--- src/rtl/ecal_pkg.sv ---
`default_nettype none

package ecal_pkg;

   // field widths
   localparam int unsigned CountWidth  = 32;
   localparam int unsigned YearWidth   = 12;
   localparam int unsigned MonthWidth  = 4;
   localparam int unsigned DayWidth    = 5;
   localparam int unsigned HourWidth   = 5;
   localparam int unsigned MinuteWidth = 6;
   localparam int unsigned SecondWidth = 6;

   // internal widths
   localparam int unsigned DaysWidth   = 16;   // whole days, up to 49710
   localparam int unsigned RemWidth    = 17;   // seconds within the day
   localparam int unsigned YoffWidth   = 8;    // years since the epoch year
   localparam int unsigned DoyWidth    = 9;    // day of year, from 0
   localparam int unsigned MsWidth     = 12;   // seconds within the hour

   localparam int unsigned EpochYear   = 1970;
   localparam int unsigned YearCount   = 138;  // start days of 1970 .. 2107

   // seconds per day is 128 * 675; floor(2^34 / 675)
   localparam int unsigned DayShift    = 7;
   localparam int unsigned DayOdd      = 675;
   localparam int unsigned DayRecip    = 25451658;
   // ceil(2^30 / 1461) for the four-year estimate
   localparam int unsigned YearRecip   = 734937;
   // ceil(2^29 / 3600) and ceil(2^18 / 60)
   localparam int unsigned HourRecip   = 149131;
   localparam int unsigned SecsPerHour = 3600;
   localparam int unsigned MinRecip    = 4370;
   localparam int unsigned SecsPerMin  = 60;

   typedef logic [DaysWidth-1:0] ystart_tbl_type [YearCount];
   typedef logic [YearCount-1:0] leap_tbl_type;

   function automatic logic is_leap(input int unsigned y);
      logic leap;
      if (y % 400 == 0)      leap = 1'b1;
      else if (y % 100 == 0) leap = 1'b0;
      else                   leap = (y % 4 == 0);
      return leap;
   endfunction

   // first day of each year, counted from the epoch
   function automatic ystart_tbl_type build_ystart();
      ystart_tbl_type tbl;
      int unsigned    acc;
      acc = 0;
      for (int i = 0; i < YearCount; i++) begin
         tbl[i] = DaysWidth'(acc);
         acc    = acc + (is_leap(EpochYear + i) ? 366 : 365);
      end
      return tbl;
   endfunction

   function automatic leap_tbl_type build_leap();
      leap_tbl_type tbl;
      for (int i = 0; i < YearCount; i++) begin
         tbl[i] = is_leap(EpochYear + i);
      end
      return tbl;
   endfunction

   localparam ystart_tbl_type YearStart = build_ystart();
   localparam leap_tbl_type   LeapYears = build_leap();

   // day of year on which a month starts, month index from 0
   function automatic logic [DoyWidth-1:0] month_start(input logic [MonthWidth-1:0] idx,
                                                       input logic leap);
      logic [DoyWidth-1:0] base;
      case (idx)
         4'd0:    base = 9'd0;
         4'd1:    base = 9'd31;
         4'd2:    base = 9'd59;
         4'd3:    base = 9'd90;
         4'd4:    base = 9'd120;
         4'd5:    base = 9'd151;
         4'd6:    base = 9'd181;
         4'd7:    base = 9'd212;
         4'd8:    base = 9'd243;
         4'd9:    base = 9'd273;
         4'd10:   base = 9'd304;
         4'd11:   base = 9'd334;
         default: base = 9'd0;
      endcase
      if (leap && idx >= 4'd2) base = base + 9'd1;
      return base;
   endfunction

endpackage

`default_nettype wire

--- src/rtl/ecal_day_div.sv ---
`default_nettype none

module ecal_day_div
   import ecal_pkg::*;
(
   input  wire logic                  clock,
   input  wire logic                  en,
   input  wire logic [CountWidth-1:0] count,
   output logic      [DaysWidth-1:0]  days,
   output logic      [RemWidth-1:0]   rem
);

   localparam int unsigned XWidth = CountWidth - DayShift;
   localparam int unsigned PWidth = 2 * XWidth;

   logic [XWidth-1:0]    x_in;
   logic [PWidth-1:0]    prod_in;
   logic [DaysWidth-1:0] q1_ff;
   logic [XWidth-1:0]    x1_ff;
   logic [DayShift-1:0]  low1_ff;

   logic [XWidth:0]      r_wide_in;
   logic [10:0]          r2_ff;
   logic [DaysWidth-1:0] q2_ff;
   logic [DayShift-1:0]  low2_ff;

   logic [10:0]          r_in;
   logic [DaysWidth-1:0] days_in;
   logic [DaysWidth-1:0] days_ff;
   logic [RemWidth-1:0]  rem_ff;

   // stage 1: quotient estimate by reciprocal, low by one at most
   assign x_in    = count[CountWidth-1:DayShift];
   assign prod_in = PWidth'(x_in) * PWidth'(DayRecip);

   always_ff @(posedge clock) begin
      if (en) begin
         q1_ff   <= prod_in[PWidth-1 -: DaysWidth];
         x1_ff   <= x_in;
         low1_ff <= count[DayShift-1:0];
      end
   end

   // stage 2: partial remainder, below twice the divisor
   assign r_wide_in = (XWidth+1)'(x1_ff) - (XWidth+1)'(q1_ff) * (XWidth+1)'(DayOdd);

   always_ff @(posedge clock) begin
      if (en) begin
         r2_ff   <= r_wide_in[10:0];
         q2_ff   <= q1_ff;
         low2_ff <= low1_ff;
      end
   end

   // stage 3: one correction step
   always_comb begin
      if (r2_ff >= 11'(DayOdd)) begin
         days_in = q2_ff + 16'd1;
         r_in    = r2_ff - 11'(DayOdd);
      end else begin
         days_in = q2_ff;
         r_in    = r2_ff;
      end
   end

   always_ff @(posedge clock) begin
      if (en) begin
         days_ff <= days_in;
         rem_ff  <= {r_in[9:0], low2_ff};
      end
   end

   assign days = days_ff;
   assign rem  = rem_ff;

endmodule

`default_nettype wire

--- src/rtl/ecal_date.sv ---
`default_nettype none

module ecal_date
   import ecal_pkg::*;
(
   input  wire logic                  clock,
   input  wire logic                  en,
   input  wire logic [DaysWidth-1:0]  days,
   output logic      [YearWidth-1:0]  year,
   output logic      [MonthWidth-1:0] month,
   output logic      [DayWidth-1:0]   day
);

   localparam int unsigned NumWidth  = DaysWidth + 2;
   localparam int unsigned ProdWidth = NumWidth + 20;

   logic [DaysWidth-1:0]  dp_in;
   logic [ProdWidth-1:0]  prod_in;
   logic [YoffWidth-1:0]  yest_in;
   logic [YoffWidth-1:0]  yest4_ff;
   logic [DaysWidth-1:0]  days4_ff;

   logic [YoffWidth-1:0]  ynext_in;
   logic [DaysWidth-1:0]  snext_in;
   logic [YoffWidth-1:0]  y_in;
   logic [DaysWidth-1:0]  ys_in;
   logic [YoffWidth-1:0]  y5_ff;
   logic [DaysWidth-1:0]  ys5_ff;
   logic [DaysWidth-1:0]  days5_ff;

   logic [DaysWidth-1:0]  doy_wide_in;
   logic [DoyWidth-1:0]   doy6_ff;
   logic                  leap6_ff;
   logic [YoffWidth-1:0]  y6_ff;

   logic [MonthWidth-1:0] midx_in;
   logic [MonthWidth-1:0] m7_ff;
   logic [DoyWidth-1:0]   doy7_ff;
   logic                  leap7_ff;
   logic [YoffWidth-1:0]  y7_ff;

   logic [DoyWidth-1:0]   dom_in;
   logic [YearWidth-1:0]  year_ff;
   logic [MonthWidth-1:0] month_ff;
   logic [DayWidth-1:0]   day_ff;

   // stage 4: year estimate as if every fourth year were leap
   assign dp_in   = days + DaysWidth'(365);
   assign prod_in = ProdWidth'({dp_in, 2'b11}) * ProdWidth'(YearRecip);
   assign yest_in = prod_in[ProdWidth-1 -: YoffWidth] - YoffWidth'(1);

   always_ff @(posedge clock) begin
      if (en) begin
         yest4_ff <= yest_in;
         days4_ff <= days;
      end
   end

   // stage 5: estimate falls short by one year after the skipped leap day
   assign ynext_in = yest4_ff + YoffWidth'(1);
   assign snext_in = YearStart[ynext_in];

   always_comb begin
      if (days4_ff >= snext_in) begin
         y_in  = ynext_in;
         ys_in = snext_in;
      end else begin
         y_in  = yest4_ff;
         ys_in = YearStart[yest4_ff];
      end
   end

   always_ff @(posedge clock) begin
      if (en) begin
         y5_ff    <= y_in;
         ys5_ff   <= ys_in;
         days5_ff <= days4_ff;
      end
   end

   // stage 6: day of year and leap flag
   assign doy_wide_in = days5_ff - ys5_ff;

   always_ff @(posedge clock) begin
      if (en) begin
         doy6_ff  <= doy_wide_in[DoyWidth-1:0];
         leap6_ff <= LeapYears[y5_ff];
         y6_ff    <= y5_ff;
      end
   end

   // stage 7: month index from parallel compares against month starts
   always_comb begin
      midx_in = '0;
      for (int i = 1; i < 12; i++) begin
         midx_in = midx_in + MonthWidth'(doy6_ff >= month_start(MonthWidth'(i), leap6_ff));
      end
   end

   always_ff @(posedge clock) begin
      if (en) begin
         m7_ff    <= midx_in;
         doy7_ff  <= doy6_ff;
         leap7_ff <= leap6_ff;
         y7_ff    <= y6_ff;
      end
   end

   // stage 8: day of month and output register
   assign dom_in = doy7_ff - month_start(m7_ff, leap7_ff) + DoyWidth'(1);

   always_ff @(posedge clock) begin
      if (en) begin
         year_ff  <= YearWidth'(EpochYear) + YearWidth'(y7_ff);
         month_ff <= m7_ff + MonthWidth'(1);
         day_ff   <= dom_in[DayWidth-1:0];
      end
   end

   assign year  = year_ff;
   assign month = month_ff;
   assign day   = day_ff;

endmodule

`default_nettype wire

--- src/rtl/ecal_clock.sv ---
`default_nettype none

module ecal_clock
   import ecal_pkg::*;
(
   input  wire logic                   clock,
   input  wire logic                   en,
   input  wire logic [RemWidth-1:0]    rem,
   output logic      [HourWidth-1:0]   hour,
   output logic      [MinuteWidth-1:0] minute,
   output logic      [SecondWidth-1:0] second
);

   localparam int unsigned HProdWidth = RemWidth + 18;
   localparam int unsigned MProdWidth = MsWidth + 13;

   logic [HProdWidth-1:0]  hprod_in;
   logic [HourWidth-1:0]   hour4_ff;
   logic [RemWidth-1:0]    rem4_ff;

   logic [RemWidth-1:0]    ms_wide_in;
   logic [MsWidth-1:0]     ms5_ff;
   logic [HourWidth-1:0]   hour5_ff;

   logic [MProdWidth-1:0]  mprod_in;
   logic [MinuteWidth-1:0] min6_ff;
   logic [MsWidth-1:0]     ms6_ff;
   logic [HourWidth-1:0]   hour6_ff;

   logic [MsWidth-1:0]     sec_wide_in;
   logic [SecondWidth-1:0] sec7_ff;
   logic [MinuteWidth-1:0] min7_ff;
   logic [HourWidth-1:0]   hour7_ff;

   logic [HourWidth-1:0]   hour_ff;
   logic [MinuteWidth-1:0] minute_ff;
   logic [SecondWidth-1:0] second_ff;

   // stage 4: hour by reciprocal, exact over one day
   assign hprod_in = HProdWidth'(rem) * HProdWidth'(HourRecip);

   always_ff @(posedge clock) begin
      if (en) begin
         hour4_ff <= hprod_in[29 +: HourWidth];
         rem4_ff  <= rem;
      end
   end

   // stage 5: seconds within the hour
   assign ms_wide_in = rem4_ff - RemWidth'(hour4_ff) * RemWidth'(SecsPerHour);

   always_ff @(posedge clock) begin
      if (en) begin
         ms5_ff   <= ms_wide_in[MsWidth-1:0];
         hour5_ff <= hour4_ff;
      end
   end

   // stage 6: minute by reciprocal, exact over one hour
   assign mprod_in = MProdWidth'(ms5_ff) * MProdWidth'(MinRecip);

   always_ff @(posedge clock) begin
      if (en) begin
         min6_ff  <= mprod_in[18 +: MinuteWidth];
         ms6_ff   <= ms5_ff;
         hour6_ff <= hour5_ff;
      end
   end

   // stage 7: seconds within the minute
   assign sec_wide_in = ms6_ff - MsWidth'(min6_ff) * MsWidth'(SecsPerMin);

   always_ff @(posedge clock) begin
      if (en) begin
         sec7_ff  <= sec_wide_in[SecondWidth-1:0];
         min7_ff  <= min6_ff;
         hour7_ff <= hour6_ff;
      end
   end

   // stage 8: output register, aligned with the date path
   always_ff @(posedge clock) begin
      if (en) begin
         hour_ff   <= hour7_ff;
         minute_ff <= min7_ff;
         second_ff <= sec7_ff;
      end
   end

   assign hour   = hour_ff;
   assign minute = minute_ff;
   assign second = second_ff;

endmodule

`default_nettype wire

--- src/rtl/epoch_seconds_to_calendar.sv ---
// throughput: one item per cycle; the 8-stage pipeline advances as a whole,
//   so a result held on rsp stalls every stage and the req side with it
// reset: synchronous, active high; clears the stage valid bits only,
//   the datapath registers carry no reset
`default_nettype none

module epoch_seconds_to_calendar
   import ecal_pkg::*;
(
   input  wire logic        clock,
   input  wire logic        reset,
   input  wire logic        req_tvalid,
   output logic             req_tready,
   input  wire logic [31:0] req_tdata,   // seconds_count[31:0]
   output logic             rsp_tvalid,
   input  wire logic        rsp_tready,
   output logic [39:0]      rsp_tdata    // year[11:0], month[15:12], day[20:16],
                                         // hour[25:21], minute[31:26], second[37:32]
);

   localparam int unsigned Stages = 8;

   logic [Stages-1:0]      valid_ff;
   logic                   en;
   logic [DaysWidth-1:0]   days;
   logic [RemWidth-1:0]    rem;
   logic [YearWidth-1:0]   year;
   logic [MonthWidth-1:0]  month;
   logic [DayWidth-1:0]    day;
   logic [HourWidth-1:0]   hour;
   logic [MinuteWidth-1:0] minute;
   logic [SecondWidth-1:0] second;

   // whole pipeline moves unless a finished item is waiting
   assign en = rsp_tready | ~valid_ff[Stages-1];

   always_ff @(posedge clock) begin
      if (reset) begin
         valid_ff <= '0;
      end else if (en) begin
         valid_ff <= {valid_ff[Stages-2:0], req_tvalid};
      end
   end

   // stages 1 to 3: split into whole days and seconds of the day
   ecal_day_div u_day_div (
      .clock (clock),
      .en    (en),
      .count (req_tdata),
      .days  (days),
      .rem   (rem)
   );

   // stages 4 to 8: year, month and day
   ecal_date u_date (
      .clock (clock),
      .en    (en),
      .days  (days),
      .year  (year),
      .month (month),
      .day   (day)
   );

   // stages 4 to 8: hour, minute and second
   ecal_clock u_clock (
      .clock  (clock),
      .en     (en),
      .rem    (rem),
      .hour   (hour),
      .minute (minute),
      .second (second)
   );

   assign req_tready = en;
   assign rsp_tvalid = valid_ff[Stages-1];
   assign rsp_tdata  = {2'b00, second, minute, hour, day, month, year};

   // a stall only comes from a waiting result
   a_stall_cause: assert property (@(posedge clock) disable iff (reset)
      !req_tready |-> rsp_tvalid)
      else $error("req side stalled with no result pending");

   // date fields stay in calendar range
   a_date_range: assert property (@(posedge clock) disable iff (reset)
      rsp_tvalid |-> (month >= 4'd1 && month <= 4'd12 && day >= 5'd1 && day <= 5'd31))
      else $error("month or day out of range");

   // year stays within the span of a 32-bit count
   a_year_range: assert property (@(posedge clock) disable iff (reset)
      rsp_tvalid |-> (year >= 12'd1970 && year <= 12'd2106))
      else $error("year out of range");

   // time of day fields stay in range
   a_time_range: assert property (@(posedge clock) disable iff (reset)
      rsp_tvalid |-> (hour <= 5'd23 && minute <= 6'd59 && second <= 6'd59))
      else $error("time of day out of range");

endmodule

`default_nettype wire

--- config.mk ---
export PLATFORM = sky130hd
export DESIGN_NAME = epoch_seconds_to_calendar
export DESIGN_NICKNAME = d
export VERILOG_FILES = /design/src/rtl/ecal_pkg.sv /design/src/rtl/ecal_day_div.sv /design/src/rtl/ecal_date.sv /design/src/rtl/ecal_clock.sv /design/src/rtl/epoch_seconds_to_calendar.sv
export SDC_FILE = /design/constraint.sdc
export NUM_CORES = 2
export LEC_CHECK = 0
export BUFFER_PORTS_ARGS = -buffer_cell sky130_fd_sc_hd__buf_4
export CAP_MARGIN = 0
export CORE_ASPECT_RATIO = 1.25
export CORE_MARGIN = 4
export CORE_UTILIZATION = 45
export CTS_BUF_LIST = sky130_fd_sc_hd__clkbuf_4 sky130_fd_sc_hd__clkbuf_8
export CTS_CLUSTER_DIAMETER = 60
export DETAILED_ROUTE_END_ITERATION = 6
export PLACE_DENSITY_LB_ADDON = 0.25
export SYNTH_ARGS = -nofsm -noshare
export SYNTH_HDL_FRONTEND = slang
export SYNTH_SLANG_ARGS = --single-unit
--- constraint.sdc ---
create_clock -name clock -period 30.3 [get_ports clock]
set_input_delay 0 -clock clock [delete_from_list [all_inputs] [get_ports clock]]
set_output_delay 0 -clock clock [all_outputs]
set_load 0.005 [all_outputs]
# Word-level counts from Yosys, hierarchy flattened

Memories as Yosys holds them, arrays and structs flattened. A register that Yosys moved wholly into a read port is not among the register bits.
Index checks and enable logic that the tools add are counted.

Add/sub/neg operators: 24
Multipliers: 7
$lt $le $gt $ge: 16
Mux-type cells: 20
Bitwise gates (word level): 4
Reductions and logical operators: 1

Operators with widths:

| operator                                                                | number |
|---|---|
| 25-bit by 24-bit multiplier with 49-bit output, second input constant   | 1 |
| 16-bit 2-to-1 mux                                                       | 3 |
| 18-bit by 20-bit multiplier with 38-bit output, second input constant   | 1 |
| 4-bit by 1-bit adder with 4-bit output                                  | 9 |
| 9-bit by 8-bit >= comparator with 1-bit output                          | 4 |
| 17-bit by 18-bit multiplier with 34-bit output, second input constant   | 1 |
| 9-bit >= comparator                                                     | 3 |
| 9-bit 2-to-1 mux                                                        | 3 |
| 12-bit by 12-bit multiplier with 23-bit output, second input constant   | 1 |
| 9-bit by 7-bit >= comparator with 1-bit output                          | 2 |
| 9-bit >= comparator, second input constant                              | 2 |
| 8-bit inverter with 9-bit output                                        | 2 |
| 16-bit by 1-bit adder with 16-bit output, second input constant         | 1 |
| 16-bit by 9-bit adder with 16-bit output, second input constant         | 1 |
| 16-bit >= comparator                                                    | 1 |
| 16-bit by 10-bit multiplier with 11-bit output, second input constant   | 1 |
| 11-bit by 8-bit adder with 12-bit output, first input constant          | 1 |
| 12-bit subtractor                                                       | 1 |
| 11-bit by 10-bit >= comparator with 1-bit output, second input constant | 1 |
| 11-bit subtractor                                                       | 1 |
| 5-bit by 1-bit adder with 5-bit output, second input constant           | 2 |
| 10-bit 2-to-1 mux                                                       | 1 |
| 10-bit subtractor, second input constant                                | 1 |
| 9-bit by 5-bit >= comparator with 1-bit output, second input constant   | 1 |
| 20 further kinds                                                        | 27 |

Register bits after elaboration: 300
ROM bits: 8,592
Output and inout bits: 42
Memories kept: 4

Memory list:

| memory           | depth | width | rd ports | clocked after memory_dff | write ports | line            | text |
|---|---|---|---|---|---|---|---|
| (name not given) | 256   | 16    | 1        | 0                        | 0           | ecal_date.sv:61 | `assign snext_in = YearStart[ynext_in];` |
| (name not given) | 256   | 16    | 1        | 0                        | 0           | ecal_date.sv:69 | `ys_in = YearStart[yest4_ff];` |
| (name not given) | 256   | 1     | 1        | 1                        | 0           | ecal_date.sv:87 | `leap6_ff <= LeapYears[y5_ff];` |
| (name not given) | 16    | 9     | 1        | 1                        | 0           | ecal_pkg.sv:74  | `case (idx)` |

# Depth between registers and ports, before layout

Depth after elaboration: 13
Gate-level depth with buffers: 34

# Modules after synthesis

A second synthesis with hierarchy kept.

Cells, all modules: 3,722
Area total of the unflattened synthesis: 38,273.0 µm²

Modules (own cells, without submodules):

| module                    | times used | cells an instance | area each (µm²) |
|---|---|---|---|
| ecal_date                 | 1          | 1,754             | 15,557.4 |
| ecal_day_div              | 1          | 1,195             | 13,698.1 |
| ecal_clock                | 1          | 743               | 8,692.1 |
| epoch_seconds_to_calendar | 1          | 30                | 325.3 |

# Worst setup path before layout

OpenSTA, ideal clock, no wires.

Path type: reg2reg
Start: register valid_ff[7]
End: register (tool-made name)
Arrival: 10.539 ns
Setup slack: 19.686 ns
Cell stages (with the launch flop): 10
Period minus slack after synthesis: 10.614 ns
Path through: dfxtp_1 nor2b_1 inv_1 buf_1 a21oi_1 inv_1 ha_1 nor2_1 a21oi_1 o21ai_0

RTL lines:

| element                | line                            | text |
|---|---|---|
| start, declared        | epoch_seconds_to_calendar.sv:23 | `logic [Stages-1:0] valid_ff;` |
| start signal, assigned | epoch_seconds_to_calendar.sv:41 | `valid_ff <= {valid_ff[Stages-2:0], req_tvalid};` |

# Worst setup path in the final report

Start: register u_day_div.days_ff[0] (netlist: u_day_div.days[0])
End: register u_date.yest4_ff[7], data pin

Cells in the longest elaborated chain, start to end: 3

RTL lines:

| element                                        | line               | text |
|---|---|---|
| start, declared                                | ecal_day_div.sv:29 | `logic [DaysWidth-1:0] days_ff;` |
| start signal, assigned                         | ecal_day_div.sv:68 | `days_ff <= days_in;` |
| 16-bit by 9-bit adder with 16-bit output       | ecal_date.sv:48    | `assign dp_in = days + DaysWidth'(365);` |
| 18-bit by 20-bit multiplier with 38-bit output | ecal_date.sv:49    | `assign prod_in = ProdWidth'({dp_in, 2'b11}) * ProdWidth'(YearRecip);` |
| 8-bit by 1-bit subtractor with 8-bit output    | ecal_date.sv:50    | `assign yest_in = prod_in[ProdWidth-1 -: YoffWidth] - YoffWidth'(1);` |
| net u_date.yest_in[7]                          | ecal_date.sv:19    | `logic [YoffWidth-1:0] yest_in;` |
| end signal, assigned                           | ecal_date.sv:54    | `yest4_ff <= yest_in;` |
| end, declared                                  | ecal_date.sv:20    | `logic [YoffWidth-1:0] yest4_ff;` |

The timed path passes the listed nets, and every way through them passes these cells.
A chain may end at the register's enable or synchronous reset.

==> impl_metrics.toml <==
[outcome]
status = "completed"

[global_routing]
grt_pass1_wl_um = 132000
grt_util_all_layers_pct = 18.5
met2_usage_pct = 34.2
antenna_found_initial = 1
use_met1_pct = 22.8
grt_overflow_total = 0
grt_pass1_vias = 26200
grt_max_degree = 146
grt_use_met3_pct = 1.67
grt-busiest-layer = "met2"

[routing]
vias = 25200
wl_um = 78700
dr.pass1.iters = 5
drt_iter0_drc = 1158
drc = 0
routed_via_density = 5.25
wire_per_inst_um = 16.4
detail-route-antenna-nets = 0

[layout]
layout_commonest_cell = "ha_1"
layout_common_cells = "ha_1, inv_1, fa_1, edfxtp_1, a21oi_1"
n_fill_cell = 7453
syn2layout_area_growth_pct = 8.25
nNetsFinal = 4852
drive_gt1_share_pct = 5.52

[synthesis]
yosysTopAreaCell = "ha_1"
ys_warn_count = 0
synth_area_leaders = "ha_1, edfxtp_1, fa_1, inv_1, xnor2_1"
async_reset_ff_share_pct = 0
ys_ff_latch = 306
ys_types = 79
syn_inst = 3602
netlist_area_um2 = 37300
avgSynthCellArea_um2 = 10.4
synth_edf_count = 293
synthFlopType = "edfxtp_1"
yosysSeqAreaShare_pct = 24.3
yosysTopAreaCellShare_pct = 25.7

[setup_path]
crit_path_start_kind = "register"
worstPathArrival_ps = 9400
reg2reg_depth = 29
cpMostUsedCell = "inv_1"
worstPathMaxFanout = 13
r2r-end = "u_date.yest4_ff[7]"
worstPathRequired_ps = 30680
cp_top_family = "adder cells"
slowest_delay_ps = 670
path_depth = 29
crit_slowest_cell = "or4_1"
cp_num_buf_inv = 6
end_kind = "register"
path_class = "register to register"
rr_startpoint = "u_day_div.days[0]"
r2r_slack_ps = 21280

[clocking]
cts_max_path_buffers = 3
clk_pin_slew_ps = 60
cts_buffers = 48
post_cts_buffers = 0
clk_latency_ps = 640
tritoncts = "yes"
clkSinkCount = 306
ctsHtreeMaxLevel = 2
cts_root_buffer = "clkbuf_8"

[sta]
hold_violations = 0
setup_violations = 0
setup_tns_ps = 0
slew-limit-headroom_pct = 29.5
maxSlewViolCount = 0
min_period_ps = 9020
tightest_slew_ps = 1060
grt_setup_unrepaired = "no"
skew_ps = 55.3
min_period_over_period_pct = 29.8
fmax_mhz = 111

[worst_hold_path]
holdPathEnd = "u_day_div.low1_ff[5]"
min_path_type = "primary input to register"
min-delay-start = "req_tdata[5]"
worstHoldPathCells = 2

[place]
port_buffers = 75
hpwl_um = 62100
place_congestion = 0.910

[flow_run]
drv_cap = 0

[floorplanning]
start_util_pct = 45.6
core.rowCount = 117
chipWidth_um = 266
coreArea_um2 = 81800
die_y_um = 330
die_area_um2 = 87700
io_pins = 78
-- cell families (layout without fill, tap and decap cells) --
group / Yosys count / in the layout / share of synthesized area (%)
xor gates and xnor gates: 172 / 172 / 4.05
other: 1 / 3 / 0.0100
buffers and inverters: 793 / 905 / 8.00
AOI/OAI and AO/OA: 636 / 636 / 10.9
and+or+nand+nor: 535 / 535 / 6.58
adders and majority gates: 1137 / 1137 / 45.5
muxes: 22 / 22 / 0.704
DFF: 306 / 306 / 24.3
-- cells in the mapped netlist (all sizes together), types with 9 or more instances --
master / n
ha: 767
inv: 693
fa: 370
edfxtp: 293
a21oi: 196
nand2: 190
nor2: 154
o21ai: 128
xnor2: 118
clkbuf: 76
a21o: 56
xor2: 54
a211oi: 45
a31oi: 36
nand3: 36
nand2b: 29
nand4: 24
nor3: 23
buf: 22
o211ai: 22
and3: 16
nor2b: 16
o21a: 16
mux2i: 15
a21boi: 14
a311oi: 14
o221ai: 14
o31ai: 14
dfxtp: 13
and2: 10
o21bai: 9
o311ai: 9
or2: 9
-- metal layers --
metal / part of all wire (%) / routed length (um)
met1: 42 / 32800
met2: 52 / 40700
met3: 3.4 / 2670
met4: 3.2 / 2530
met5: 0 / 0
-- cell type report --
class	instances	area, um2	area share (%)
Multi-Input combinational cell	2504	25400	62.7
Sequential cell	306	9060	22.4
Inverter	695	2620	6.47
Tap cell	1071	1340	3.32
Timing Repair Buffer	124	986	2.44
Clock buffer	59	743	1.84
Clock inverter	27	314	0.777
Antenna cell	1	2.50	0.00619
-- state kept, by name (all words and copies together), names as in the netlist, 12 cells and up, named ones only --
name	flops
u_clock.ms5_ff	12
u_clock.rem4_ff	12
u_date.days4_ff	16
u_date.year	12
u_day_div.days	16
u_day_div.q1_ff	16
u_day_div.q2_ff	16
u_day_div.rem	17
-- what timing repair did --
action	4_1_cts	5_1_grt
hold buffers	22	0
hold endpoints to repair	29	0
endpoints found under the setup margin	0	0
gates resized for setup	0	0
-- stage by stage --
stage / utilization [%] / setup slack, ps / hold WS [ps] / std cells / instance area [um2]
after floorplan: - / 19690 / 98.9 / 3603 / 37300
after global placement: 47.8 / 21310 / 180 / 4678 / 39100
after detailed placement: 47.8 / 21230 / 180 / 4678 / 39100
after CTS: 49.4 / 21180 / 21.2 / 4786 / 40400
after global routing: 49.4 / 20640 / 57.5 / 4787 / 40400
final: 49.4 / 21280 / 101 / 4787 / 40400
-- worst max-delay path by stage --
stage                      start            endpoint
2_1_floorplan        valid_ff[7]            register
3_3_place_gp   u_day_div.days[0]  u_date.yest4_ff[7]
3_5_place_dp   u_day_div.days[0]  u_date.yest4_ff[7]
4_1_cts        u_day_div.days[0]  u_date.yest4_ff[7]
5_1_grt        u_day_div.days[0]  u_date.yest4_ff[7]
6_report       u_day_div.days[0]  u_date.yest4_ff[7]
Power is left out: the tool's default activity adds up to more than one toggle a clock period on the data nets, which glitch-free logic cannot reach.
